==> config.mk <==
export PLATFORM = sky130hd
export DESIGN_NAME = oled_page_block_packer_top
export DESIGN_NICKNAME = d
export VERILOG_FILES = /design/src/hw/rtl/pobp_pkg.sv /design/src/hw/rtl/pobp_lane.sv /design/src/hw/rtl/pobp_merge.sv /design/src/hw/rtl/oled_page_block_packer_top.sv
export SDC_FILE = /design/constraint.sdc
export NUM_CORES = 1
export LEC_CHECK = 0
export BUFFER_PORTS_ARGS = -buffer_cell sky130_fd_sc_hd__clkbuf_2
export CAP_MARGIN = 0
export CORE_MARGIN = 4
export CORE_UTILIZATION = 57
export CTS_CLUSTER_DIAMETER = 50
export DETAILED_ROUTE_END_ITERATION = 8
export GPL_TIMING_DRIVEN = 0
export PLACE_DENSITY = 0.85
export SYNTH_ARGS = -nofsm -noshare
export SYNTH_HDL_FRONTEND = slang
export SYNTH_SLANG_ARGS = --single-unit
==> constraint.sdc <==
create_clock -name i_clk -period 8.12 [get_ports i_clk]
set_input_delay 0.812 -clock i_clk [delete_from_list [all_inputs] [get_ports i_clk]]
set_output_delay 0.812 -clock i_clk [all_outputs]
set_load 0.02 [all_outputs]
==> src/hw/rtl/pobp_pkg.sv <==
`timescale 1ns / 1ps
`default_nettype none
// ----------------------------------------------------------------------------
// OLED page block packer package
// Shared constants and types for the block transpose and link serializer.
// ----------------------------------------------------------------------------
package pobp_pkg;

    localparam int NUM_LANES       = 8;
    localparam int HEADER_BYTES    = 5;
    localparam int BYTES_PER_BLOCK = HEADER_BYTES + NUM_LANES;
    localparam int CNT_W           = $clog2(BYTES_PER_BLOCK);
    localparam int LANE_W          = $clog2(NUM_LANES);

    localparam logic [7:0] CMD_CTRL_BYTE  = 8'h00;
    localparam logic [7:0] CMD_PAGE_BASE  = 8'hB0;
    localparam logic [7:0] CMD_COL_HIGH   = 8'h10;
    localparam logic [7:0] DATA_CTRL_BYTE = 8'h40;

    localparam logic [1:0] COLUMN_OFFSET_RESET = 2'd2;

    localparam logic [CNT_W-1:0] IDX_CTRL     = CNT_W'(0);
    localparam logic [CNT_W-1:0] IDX_PAGE     = CNT_W'(1);
    localparam logic [CNT_W-1:0] IDX_COL_LOW  = CNT_W'(2);
    localparam logic [CNT_W-1:0] IDX_COL_HIGH = CNT_W'(3);
    localparam logic [CNT_W-1:0] IDX_DATA     = CNT_W'(4);
    localparam logic [CNT_W-1:0] IDX_LAST     = CNT_W'(BYTES_PER_BLOCK - 1);

    typedef logic [NUM_LANES-1:0][7:0] t_row_bytes;

    typedef struct packed {
        logic [2:0]  page;
        logic [6:0]  col;
        t_row_bytes  cols;
    } t_block;

endpackage
`default_nettype wire

==> src/hw/rtl/pobp_lane.sv <==
`timescale 1ns / 1ps
`default_nettype none
// ----------------------------------------------------------------------------
// Transpose lane
// Gathers one pixel column of an 8x8 block into a page byte and holds it.
// ----------------------------------------------------------------------------
module pobp_lane
    import pobp_pkg::*;
#(
    parameter int LANE_IDX = 0
) (
    input  wire logic       i_clk,
    input  wire logic       i_load,
    input  wire t_row_bytes i_rows,
    output logic [7:0]      o_col
);

    logic [7:0] r_col;
    logic [7:0] n_col;

    always_comb begin
        for (int r = 0; r < NUM_LANES; r++) begin
            n_col[r] = i_rows[r][LANE_IDX];
        end
    end

    always_ff @(posedge i_clk) begin
        if (i_load) begin
            r_col <= n_col;
        end
    end

    assign o_col = r_col;

endmodule
`default_nettype wire

==> src/hw/rtl/pobp_merge.sv <==
`timescale 1ns / 1ps
`default_nettype none
// ----------------------------------------------------------------------------
// Link byte merger
// Walks the header and the lane bytes of a held block into an output register.
// ----------------------------------------------------------------------------
module pobp_merge
    import pobp_pkg::*;
(
    input  wire logic   i_clk,
    input  wire logic   i_rst_n,
    input  wire logic   i_blk_vld,
    input  wire t_block i_blk,
    output logic        o_release,
    output logic        o_tvalid,
    input  wire logic   i_tready,
    output logic [7:0]  o_tdata,
    output logic        o_tuser,
    output logic        o_tlast
);

    logic [CNT_W-1:0]  r_cnt;
    logic              r_out_vld;
    logic [7:0]        r_out_byte;
    logic              r_out_eow;
    logic              r_out_last;
    logic              advance;
    logic [7:0]        n_byte;
    logic [CNT_W-1:0]  lane_off;

    assign advance  = i_blk_vld && (!r_out_vld || i_tready);
    assign lane_off = r_cnt - CNT_W'(HEADER_BYTES);

    always_comb begin
        case (r_cnt)
            IDX_CTRL:     n_byte = CMD_CTRL_BYTE;
            IDX_PAGE:     n_byte = CMD_PAGE_BASE | {5'd0, i_blk.page};
            IDX_COL_LOW:  n_byte = {4'd0, i_blk.col[3:0]};
            IDX_COL_HIGH: n_byte = CMD_COL_HIGH | {5'd0, i_blk.col[6:4]};
            IDX_DATA:     n_byte = DATA_CTRL_BYTE;
            default:      n_byte = i_blk.cols[lane_off[LANE_W-1:0]];
        endcase
    end

    always_ff @(posedge i_clk) begin
        if (!i_rst_n) begin
            r_cnt     <= '0;
            r_out_vld <= 1'b0;
        end else if (advance) begin
            r_out_vld <= 1'b1;
            r_cnt     <= (r_cnt == IDX_LAST) ? '0 : r_cnt + CNT_W'(1);
        end else if (i_tready) begin
            r_out_vld <= 1'b0;
        end
    end

    always_ff @(posedge i_clk) begin
        if (advance) begin
            r_out_byte <= n_byte;
            r_out_eow  <= (r_cnt == IDX_COL_HIGH) || (r_cnt == IDX_LAST);
            r_out_last <= (r_cnt == IDX_LAST);
        end
    end

    assign o_release = advance && (r_cnt == IDX_LAST);
    assign o_tvalid  = r_out_vld;
    assign o_tdata   = r_out_byte;
    assign o_tuser   = r_out_eow;
    assign o_tlast   = r_out_last;

endmodule
`default_nettype wire

==> src/hw/rtl/oled_page_block_packer_top.sv <==
`timescale 1ns / 1ps
`default_nettype none
// ----------------------------------------------------------------------------
// OLED page block packer
// Turns one 8x8 block of a row-major 1-bit framebuffer into 13 link bytes.
//
// The slave stream takes one block word: block column, page and eight row
// bytes. Eight lanes transpose the block as it is accepted and hold the
// result; the merger then emits 13 master words, one per cycle while the
// receiver is ready: a 4-byte position command (0x00, page, column low,
// column high) and 0x40 followed by the 8 page bytes. tuser flags the last
// byte of each bus write, tlast the thirteenth byte. The held block's bytes
// enter the output register in turn; a new block is accepted in the cycle
// the last byte of the held block enters it, so block throughput is set by
// the single byte-wide output. A stalled receiver holds the output word and
// the held block; at most one block waits. Reset empties the pipeline and
// sets the column offset to 2; i_cfg_wen writes it at any clock edge.
// ----------------------------------------------------------------------------
module oled_page_block_packer_top
    import pobp_pkg::*;
(
    input  wire logic        i_clk,
    input  wire logic        i_rst_n,
    input  wire logic        i_cfg_wen,
    input  wire logic [1:0]  i_cfg_wdata,
    input  wire logic        i_s_axis_tvalid,
    output logic             o_s_axis_tready,
    // block_col[3:0], page[6:4], row_byte_0..row_byte_7[70:7], zero[71]
    input  wire logic [71:0] i_s_axis_tdata,
    output logic             o_m_axis_tvalid,
    input  wire logic        i_m_axis_tready,
    // link_byte[7:0]
    output logic [7:0]       o_m_axis_tdata,
    // end_of_write[0]
    output logic             o_m_axis_tuser,
    output logic             o_m_axis_tlast
);

    logic [1:0]  r_col_off;
    logic        r_blk_vld;
    logic [2:0]  r_page;
    logic [6:0]  r_col;
    logic        accept;
    logic        release_blk;
    t_row_bytes  rows;
    t_row_bytes  lane_cols;
    t_block      blk;

    assign rows            = i_s_axis_tdata[70:7];
    assign o_s_axis_tready = !r_blk_vld || release_blk;
    assign accept          = i_s_axis_tvalid && o_s_axis_tready;

    always_ff @(posedge i_clk) begin
        if (!i_rst_n) begin
            r_col_off <= COLUMN_OFFSET_RESET;
        end else if (i_cfg_wen) begin
            r_col_off <= i_cfg_wdata;
        end
    end

    always_ff @(posedge i_clk) begin
        if (!i_rst_n) begin
            r_blk_vld <= 1'b0;
        end else if (accept) begin
            r_blk_vld <= 1'b1;
        end else if (release_blk) begin
            r_blk_vld <= 1'b0;
        end
    end

    always_ff @(posedge i_clk) begin
        if (accept) begin
            r_page <= i_s_axis_tdata[6:4];
            r_col  <= {i_s_axis_tdata[3:0], 3'd0} + {5'd0, r_col_off};
        end
    end

    for (genvar k = 0; k < NUM_LANES; k++) begin : g_lane
        pobp_lane #(
            .LANE_IDX (k)
        ) u_lane (
            .i_clk  (i_clk),
            .i_load (accept),
            .i_rows (rows),
            .o_col  (lane_cols[k])
        );
    end

    assign blk.page = r_page;
    assign blk.col  = r_col;
    assign blk.cols = lane_cols;

    pobp_merge u_merge (
        .i_clk     (i_clk),
        .i_rst_n   (i_rst_n),
        .i_blk_vld (r_blk_vld),
        .i_blk     (blk),
        .o_release (release_blk),
        .o_tvalid  (o_m_axis_tvalid),
        .i_tready  (i_m_axis_tready),
        .o_tdata   (o_m_axis_tdata),
        .o_tuser   (o_m_axis_tuser),
        .o_tlast   (o_m_axis_tlast)
    );

endmodule
`default_nettype wire
==> results of run 1 <==
-- cell usage in the layout, fill, tap and decap left out, types with 2 or more instances in the layout --
master | netlist | routed
clkbuf_2 | 0 | 89
edfxtp_1 | 83 | 83
mux4_2 | 14 | 14
nand2_1 | 14 | 14
clkbuf_8 | 0 | 9
a22oi_1 | 8 | 8
dfxtp_1 | 8 | 8
inv_1 | 6 | 6
nand3_1 | 6 | 6
buf_6 | 5 | 5
mux2i_1 | 5 | 5
o21ai_0 | 4 | 4
nor2_1 | 4 | 4
mux2_2 | 4 | 4
ha_1 | 4 | 4
o31ai_1 | 3 | 3
a21boi_0 | 3 | 3
nor2b_1 | 2 | 2
a222oi_1 | 2 | 2
clkbuf_1 | 0 | 2
clkinv_1 | 0 | 2
-- worst min-delay path by stage --
stage,to,from,cells past startpoint,slack (ns)
after detailed placement,r_col[0]$_DFFE_PP_,r_col_off[0]$_SDFFE_PN0P_,0,0.43
after global routing,r_col[1]$_DFFE_PP_,r_col_off[1]$_SDFFE_PN1P_,0,0.46
after floorplan,r_col[0]$_DFFE_PP_,r_col_off[0]$_SDFFE_PN0P_,0,0.41
final,r_col[0]$_DFFE_PP_,r_col_off[0]$_SDFFE_PN0P_,0,0.44
after global placement,r_col[1]$_DFFE_PP_,r_col_off[1]$_SDFFE_PN1P_,0,0.42
after CTS,r_col[0]$_DFFE_PP_,r_col_off[0]$_SDFFE_PN0P_,0,0.44
-- metrics by stage --
step | cell area, sq um | total power [W] | util | hold WS [ns]
detailed placement | 4170 | 0.000669 | 0.688 | 0.425
global route | 4350 | 0.000976 | 0.717 | 0.458
global placement | 4170 | 0.000666 | 0.688 | 0.424
finish | 4350 | 0.000935 | 0.717 | 0.441
floorplan | 3630 | 0.000628 | - | 0.408
CTS | 4350 | 0.000941 | 0.717 | 0.444
-- where the power goes --
part	internal, W	switching (W)
Combinational	0.0000508	0.0000544
Clock	0.000138	0.000140
Sequential	0.000544	0.00000852
Total	0.000733	0.000203
-- state kept, by name, summed over array words and instances, names as in the netlist --
signal	flops
u_merge.r_cnt	4
g_lane.u_lane.o_col	64
u_merge.o_tuser	1
r_page	3
u_merge.o_tvalid	1
u_merge.o_tdata	8
u_merge.o_tlast	1
r_col_off	2
r_col	6
r_blk_vld	1
-- kinds of logic (layout without fill, tap and decap cells) --
logic type      count (synthesis)  after routing
compound gates                 28             28
xor+xnor                        1              1
fa+ha+maj                       4              4
buf+inv                        13            117
flops                          91             91
mux                            25             25
simple gates                   33             33
-- layout make-up --
class                   instances  area [sq um]  area share
well taps                      75          93.8      0.0216
flip-flops and latches         91          2650       0.610
multi-input cells              91           888       0.204
clock buffers                  11           131      0.0302
inverters                       6          22.5     0.00518
repair buffers                 89           445       0.103
plain buffers                   7          68.8      0.0158
clock inverters                 4          42.5     0.00979
-- cell usage after synthesis, drive strengths merged --
master   count
nand3b       1
nor2b        2
o221a        1
nand4        1
mux2i        6
nand2b       1
dfxtp        8
a21o         1
or4          1
ha           4
o2bb2ai      1
mux4        14
o21ai        4
a22oi        8
o221ai       1
mux2         5
xor2         1
o22ai        2
o21a         1
and2         2
a222oi       2
or3          1
nor2         4
edfxtp      83
o31ai        3
nand2       14
buf          7
nand3        6
a21boi       4
inv          6
-- per-layer routing --
layer / vias up / track usage / share of wire
met2: 66 / 0.308 / 0.51
li1: 979 / - / -
met5: - / 0 / 0
met3: 13 / 0.0517 / 0.061
met4: 0 / 0.0879 / 0.021
met1: 984 / 0.231 / 0.40
==> results.yml, run 1 <==
run_status:
  status: "completed"
critical_path:
  rr_startpoint: "u_merge.r_cnt[0]$_SDFFE_PN0P_"
  path_delay_family: "buffers and inverters"
  r2r.worst_path.cells: 7
  crit_start: "u_merge.r_cnt[0]$_SDFFE_PN0P_"
  worstReg2RegEnd: "g_lane[1].u_lane.o_col[4]$_DFFE_PP_"
  cp_num_cells: 7
  r2r_setup_slack_ns: 5.26
  crit_chain: "buf_4 -> inv_1 -> ha_1 -> buf_6 -> nand3_1 -> o21ai_0 -> clkbuf_2"
  slowest_delay_ns: 0.37
  critPathKind: "reg -> out"
  path_max_fanout: 10
  worstSetupEndpoint: "o_s_axis_tready"
  worst-path-buf-inv: 4
  critical_path_arrival_ns: 2.24
  cp.required_ns: 7.31
  slowest_stage: "dfxtp_1"
  cp-end-kind: "output port"
  startpoint_type: "flop"
global_route:
  antenna_found_initial: 0
  grt_max_degree: 74
  track_usage: 0.187
  grt_pass1_vias: 2110
  grt-ovfl-total: 0
  grt_pass1_wl_um: 10300
clock_tree:
  cts_buffer_depth: 2
  clk_pin_slew_worst_paths_ns: 0.08
  tritoncts: "yes"
  cts_made_buffers: 9
  htreeDepth: 3
  cts_num_sinks: 91
  post_cts_resized: 0
  clk_latency_ns: 0.35
  cts-root-buf: "clkbuf_8"
  cts.hold.buffers_added: 0
  post-cts-setup-buffer-count: 0
route:
  ant_nets: 0
  dr.pass1.iters: 5
  drt_wl_total_um: 6720
  wl_per_cell_um: 18.0
  drc_errors: 0
  drt-initial-drc-count: 170
  num_vias: 2042
  via_per_inst: 5.46
cells_and_area:
  n_antenna_cell: 0
  fin_cells: 374
  num-fill-cells: 397
  final_nets: 378
  drive_gt1_frac: 0.435
  syn2layout_area_growth_pct: 19.7
synth:
  netlist_area_sq_um: 3630
  synthesis.nets: 278
  synthMuxAreaShare: 0.122
  synth_warnings: 0
  yosysTopAreaCellShare: 0.687
  synth_top_family_by_area: "multiplexers"
  ys_types: 36
  synth_xor_area_frac: 0.00241
  ys_ff_latch: 91
  synth_adder_area_share: 0.0138
  yosysSeqAreaShare: 0.731
  ys_top_cells_by_area: "edfxtp_1 69%, mux4_2 8.7%, dfxtp_1 4.4%"
  yosysTopAreaCell: "edfxtp_1"
  yosys.area_share.simple: 0.0441
  synth_compound_area_frac: 0.0614
  synth_cells: 195
  syn_avg_cell_area_sq_um: 18.6
floorplan:
  die_area_sq_um: 7710
  initial_core_util: 0.599
  num_rows: 28
  die_w_um: 87.8
  core_area_sq_um: 6060
  dieHeight_um: 87.8
  ios: 91
timing:
  min_period_ns: 3.05
  rsz0062_at_grt: "no"
  hold_viol: 0
  skew_ns: 0.00774
  setup_viol: 0
  max_slew_margin: 0.389
  tns_ns: 0
  final_max_slew_viol_count: 0
  setup_ws_ns: 5.07
  max_freq_mhz: 328
  finalCritPeriodShare: 0.375
  worst_pin_slew_ns: 0.917
power:
  ir_drop_mv: 0.132
  cellPowerDensity_nw_per_um2: 215
  power.leakage_nw: 1.67
placed_design:
  dp_hpwl_um: 4920
  routabilityCongestion: 0.851
  pre_cts_ws_ns: 5.28
  io_buffers: 89
  placed_cells: 359
run:
  cap_violations: 0
hold_path:
  hold_path_class: "reg -> reg"
Power figures use the tool's default switching activity.
==> run 2, diff against run 1 <==
CORE_UTILIZATION = 47   (was 57)
PLACE_DENSITY = 0.75   (was 0.85)
clock period = 2.75 ns   (was 8.12 ns; I/O delays follow)
==> run 2 against run 1 <==
Global-route usage fell by 2.9 points. Critical path depth stayed put. Clock power grew to 3.0 times the previous value. Utilization down 12 points. Cell area up 1.1%. First-iteration DRC count decreased by 59%. Clock skew is 0.010 ns higher. Sequential share of layout area fell by 0.66 points. Combinational power grew to 2.9 times the previous value. Flip-flop and latch count is the same. Highest routed layer unchanged.
==> results.yml, run 2 (synthesis gave the netlist of run 1 again) <==
cells_and_area:
  final_nets: 378
  n_antenna_cell: 0
  layout_commonest_cell: "clkbuf_2"
  largest_reg_flops: 64
  num-fill-cells: 587
  fin_util: 0.596
  drive_gt1_frac: 0.450
  syn2layout_area_growth_pct: 21.0
  layout_common_cells: "89 x clkbuf_2, 83 x edfxtp_1, 14 x mux4_2, 14 x nand2_1, 9 x clkbuf_8"
timing:
  final_max_slew_viol_count: 0
  skew_ns: 0.0180
  max_slew_margin: 0.640
  tns_ns: 0
  min_period_ns: 2.53
  max_freq_mhz: 395
  finalCritPeriodShare: 0.919
  setup_viol: 0
  worst_pin_slew_ns: 0.540
  whs_ns: 0.0772
  hold_viol: 0
  rsz0062_at_grt: "no"
hold_path:
  min_path_cells: 1
  hold_path_class: "in -> reg"
critical_path:
  critPathKind: "reg -> reg"
  startpoint_type: "flop"
  path_max_fanout: 37
  cp.required_ns: 2.75
  critical_path_arrival_ns: 2.53
  r2r.worst_path.cells: 7
  cp-end-kind: "flop"
power:
  power.leakage_nw: 1.68
  cellPowerDensity_nw_per_um2: 634
  p_total_w: 0.00278
  ir_drop_mv: 0.421
route:
  wl_per_cell_um: 16.5
  via_per_inst: 5.12
  ant_nets: 0
  dr.pass1.iters: 5
  drt_wl_total_um: 6570
  drc_errors: 0
  drt-initial-drc-count: 69
  num_vias: 2043
floorplan:
  num_rows: 31
  dieHeight_um: 95.9
  ios: 91
  die_area_sq_um: 9190
  initial_core_util: 0.493
  core_area_sq_um: 7370
  die_w_um: 95.9
placed_design:
  routabilityCongestion: 0.784
  dp_hpwl_um: 4560
  io_buffers: 89
run:
  cap_violations: 0
clock_tree:
  cts_buffer_depth: 2
  clk_latency_ns: 0.36
  cts-root-buf: "clkbuf_8"
  clk_pin_slew_worst_paths_ns: 0.11
  tritoncts: "yes"
  htreeDepth: 3
  cts_num_sinks: 91
  post-cts-setup-buffer-count: 0
  cts_made_buffers: 9
global_route:
  grt_pass1_vias: 2107
  grt_max_degree: 38
  grt-ovfl-total: 0
  grt_pass1_wl_um: 10500
  track_usage: 0.158
  antenna_found_initial: 0
run_status:
  status: "completed"
==> run 2: metal layers <==
layer  up-vias  share of wire  track usage
li1        984              -            -
met3        12          0.082       0.0461
met1       961           0.42        0.211
met5         -              0            0
met4         0          0.015       0.0533
met2        86           0.48        0.251
==> run 2: timing repair <==
action / CTS / global route
endpoints found under the hold margin: 0 / 0
pin swaps: 1 / 1
setup endpoints to repair: 73 / 80
gates cloned: 1 / 0
hold buffers: 0 / 0
resized for setup: 1 / 1
==> run 2: metrics by stage <==
step                worst slack, ns  cell area (sq um)  std cells
floorplan                     0.130               3630        195
finish                        0.221               4390        399
CTS                          0.0145               4390        400
global placement             0.0172               4200        383
global route                 0.0317               4390        399
detailed placement          -0.0440               4200        383
==> run 2: cell type report <==
cell class,instances,area [sq um],share of cell area
flip-flops and latches,91,2650,0.604
multi-input cells,92,901,0.205
repair buffers,89,445,0.101
clock buffers,10,128,0.0291
well taps,99,124,0.0282
plain buffers,6,63.8,0.0145
clock inverters,6,56.3,0.0128
inverters,6,22.5,0.00513
==> run 2: worst paths after layout <==
check | start | endpoint | slack, ns
worst max register to register | u_merge.r_cnt[0]$_SDFFE_PN0P_ | g_lane[5].u_lane.o_col[6]$_DFFE_PP_ | 0.22
worst min register to register | r_col_off[0]$_SDFFE_PN0P_ | r_col[0]$_DFFE_PP_ | 0.45
worst max-delay path | u_merge.r_cnt[0]$_SDFFE_PN0P_ | g_lane[5].u_lane.o_col[6]$_DFFE_PP_ | 0.22
worst min-delay path | i_s_axis_tdata[28] | g_lane[5].u_lane.o_col[2]$_DFFE_PP_ | 0.08
==> run 2: critical path: stages, from the launching register on <==
cell and delay (ns):
dfxtp_1 0.38, buf_4 0.21, inv_1 0.15, ha_1 0.21
buf_6 0.17, nand3_1 0.22, o21ai_2 0.31, and2_4 0.51
==> run 2: power breakdown <==
group	total, W	leakage (nW)	internal (W)	switching, W
Combinational	0.000309	0.728	0.000150	0.000159
Clock	0.000847	0.0913	0.000350	0.000497
Sequential	0.00163	0.858	0.00160	0.0000251
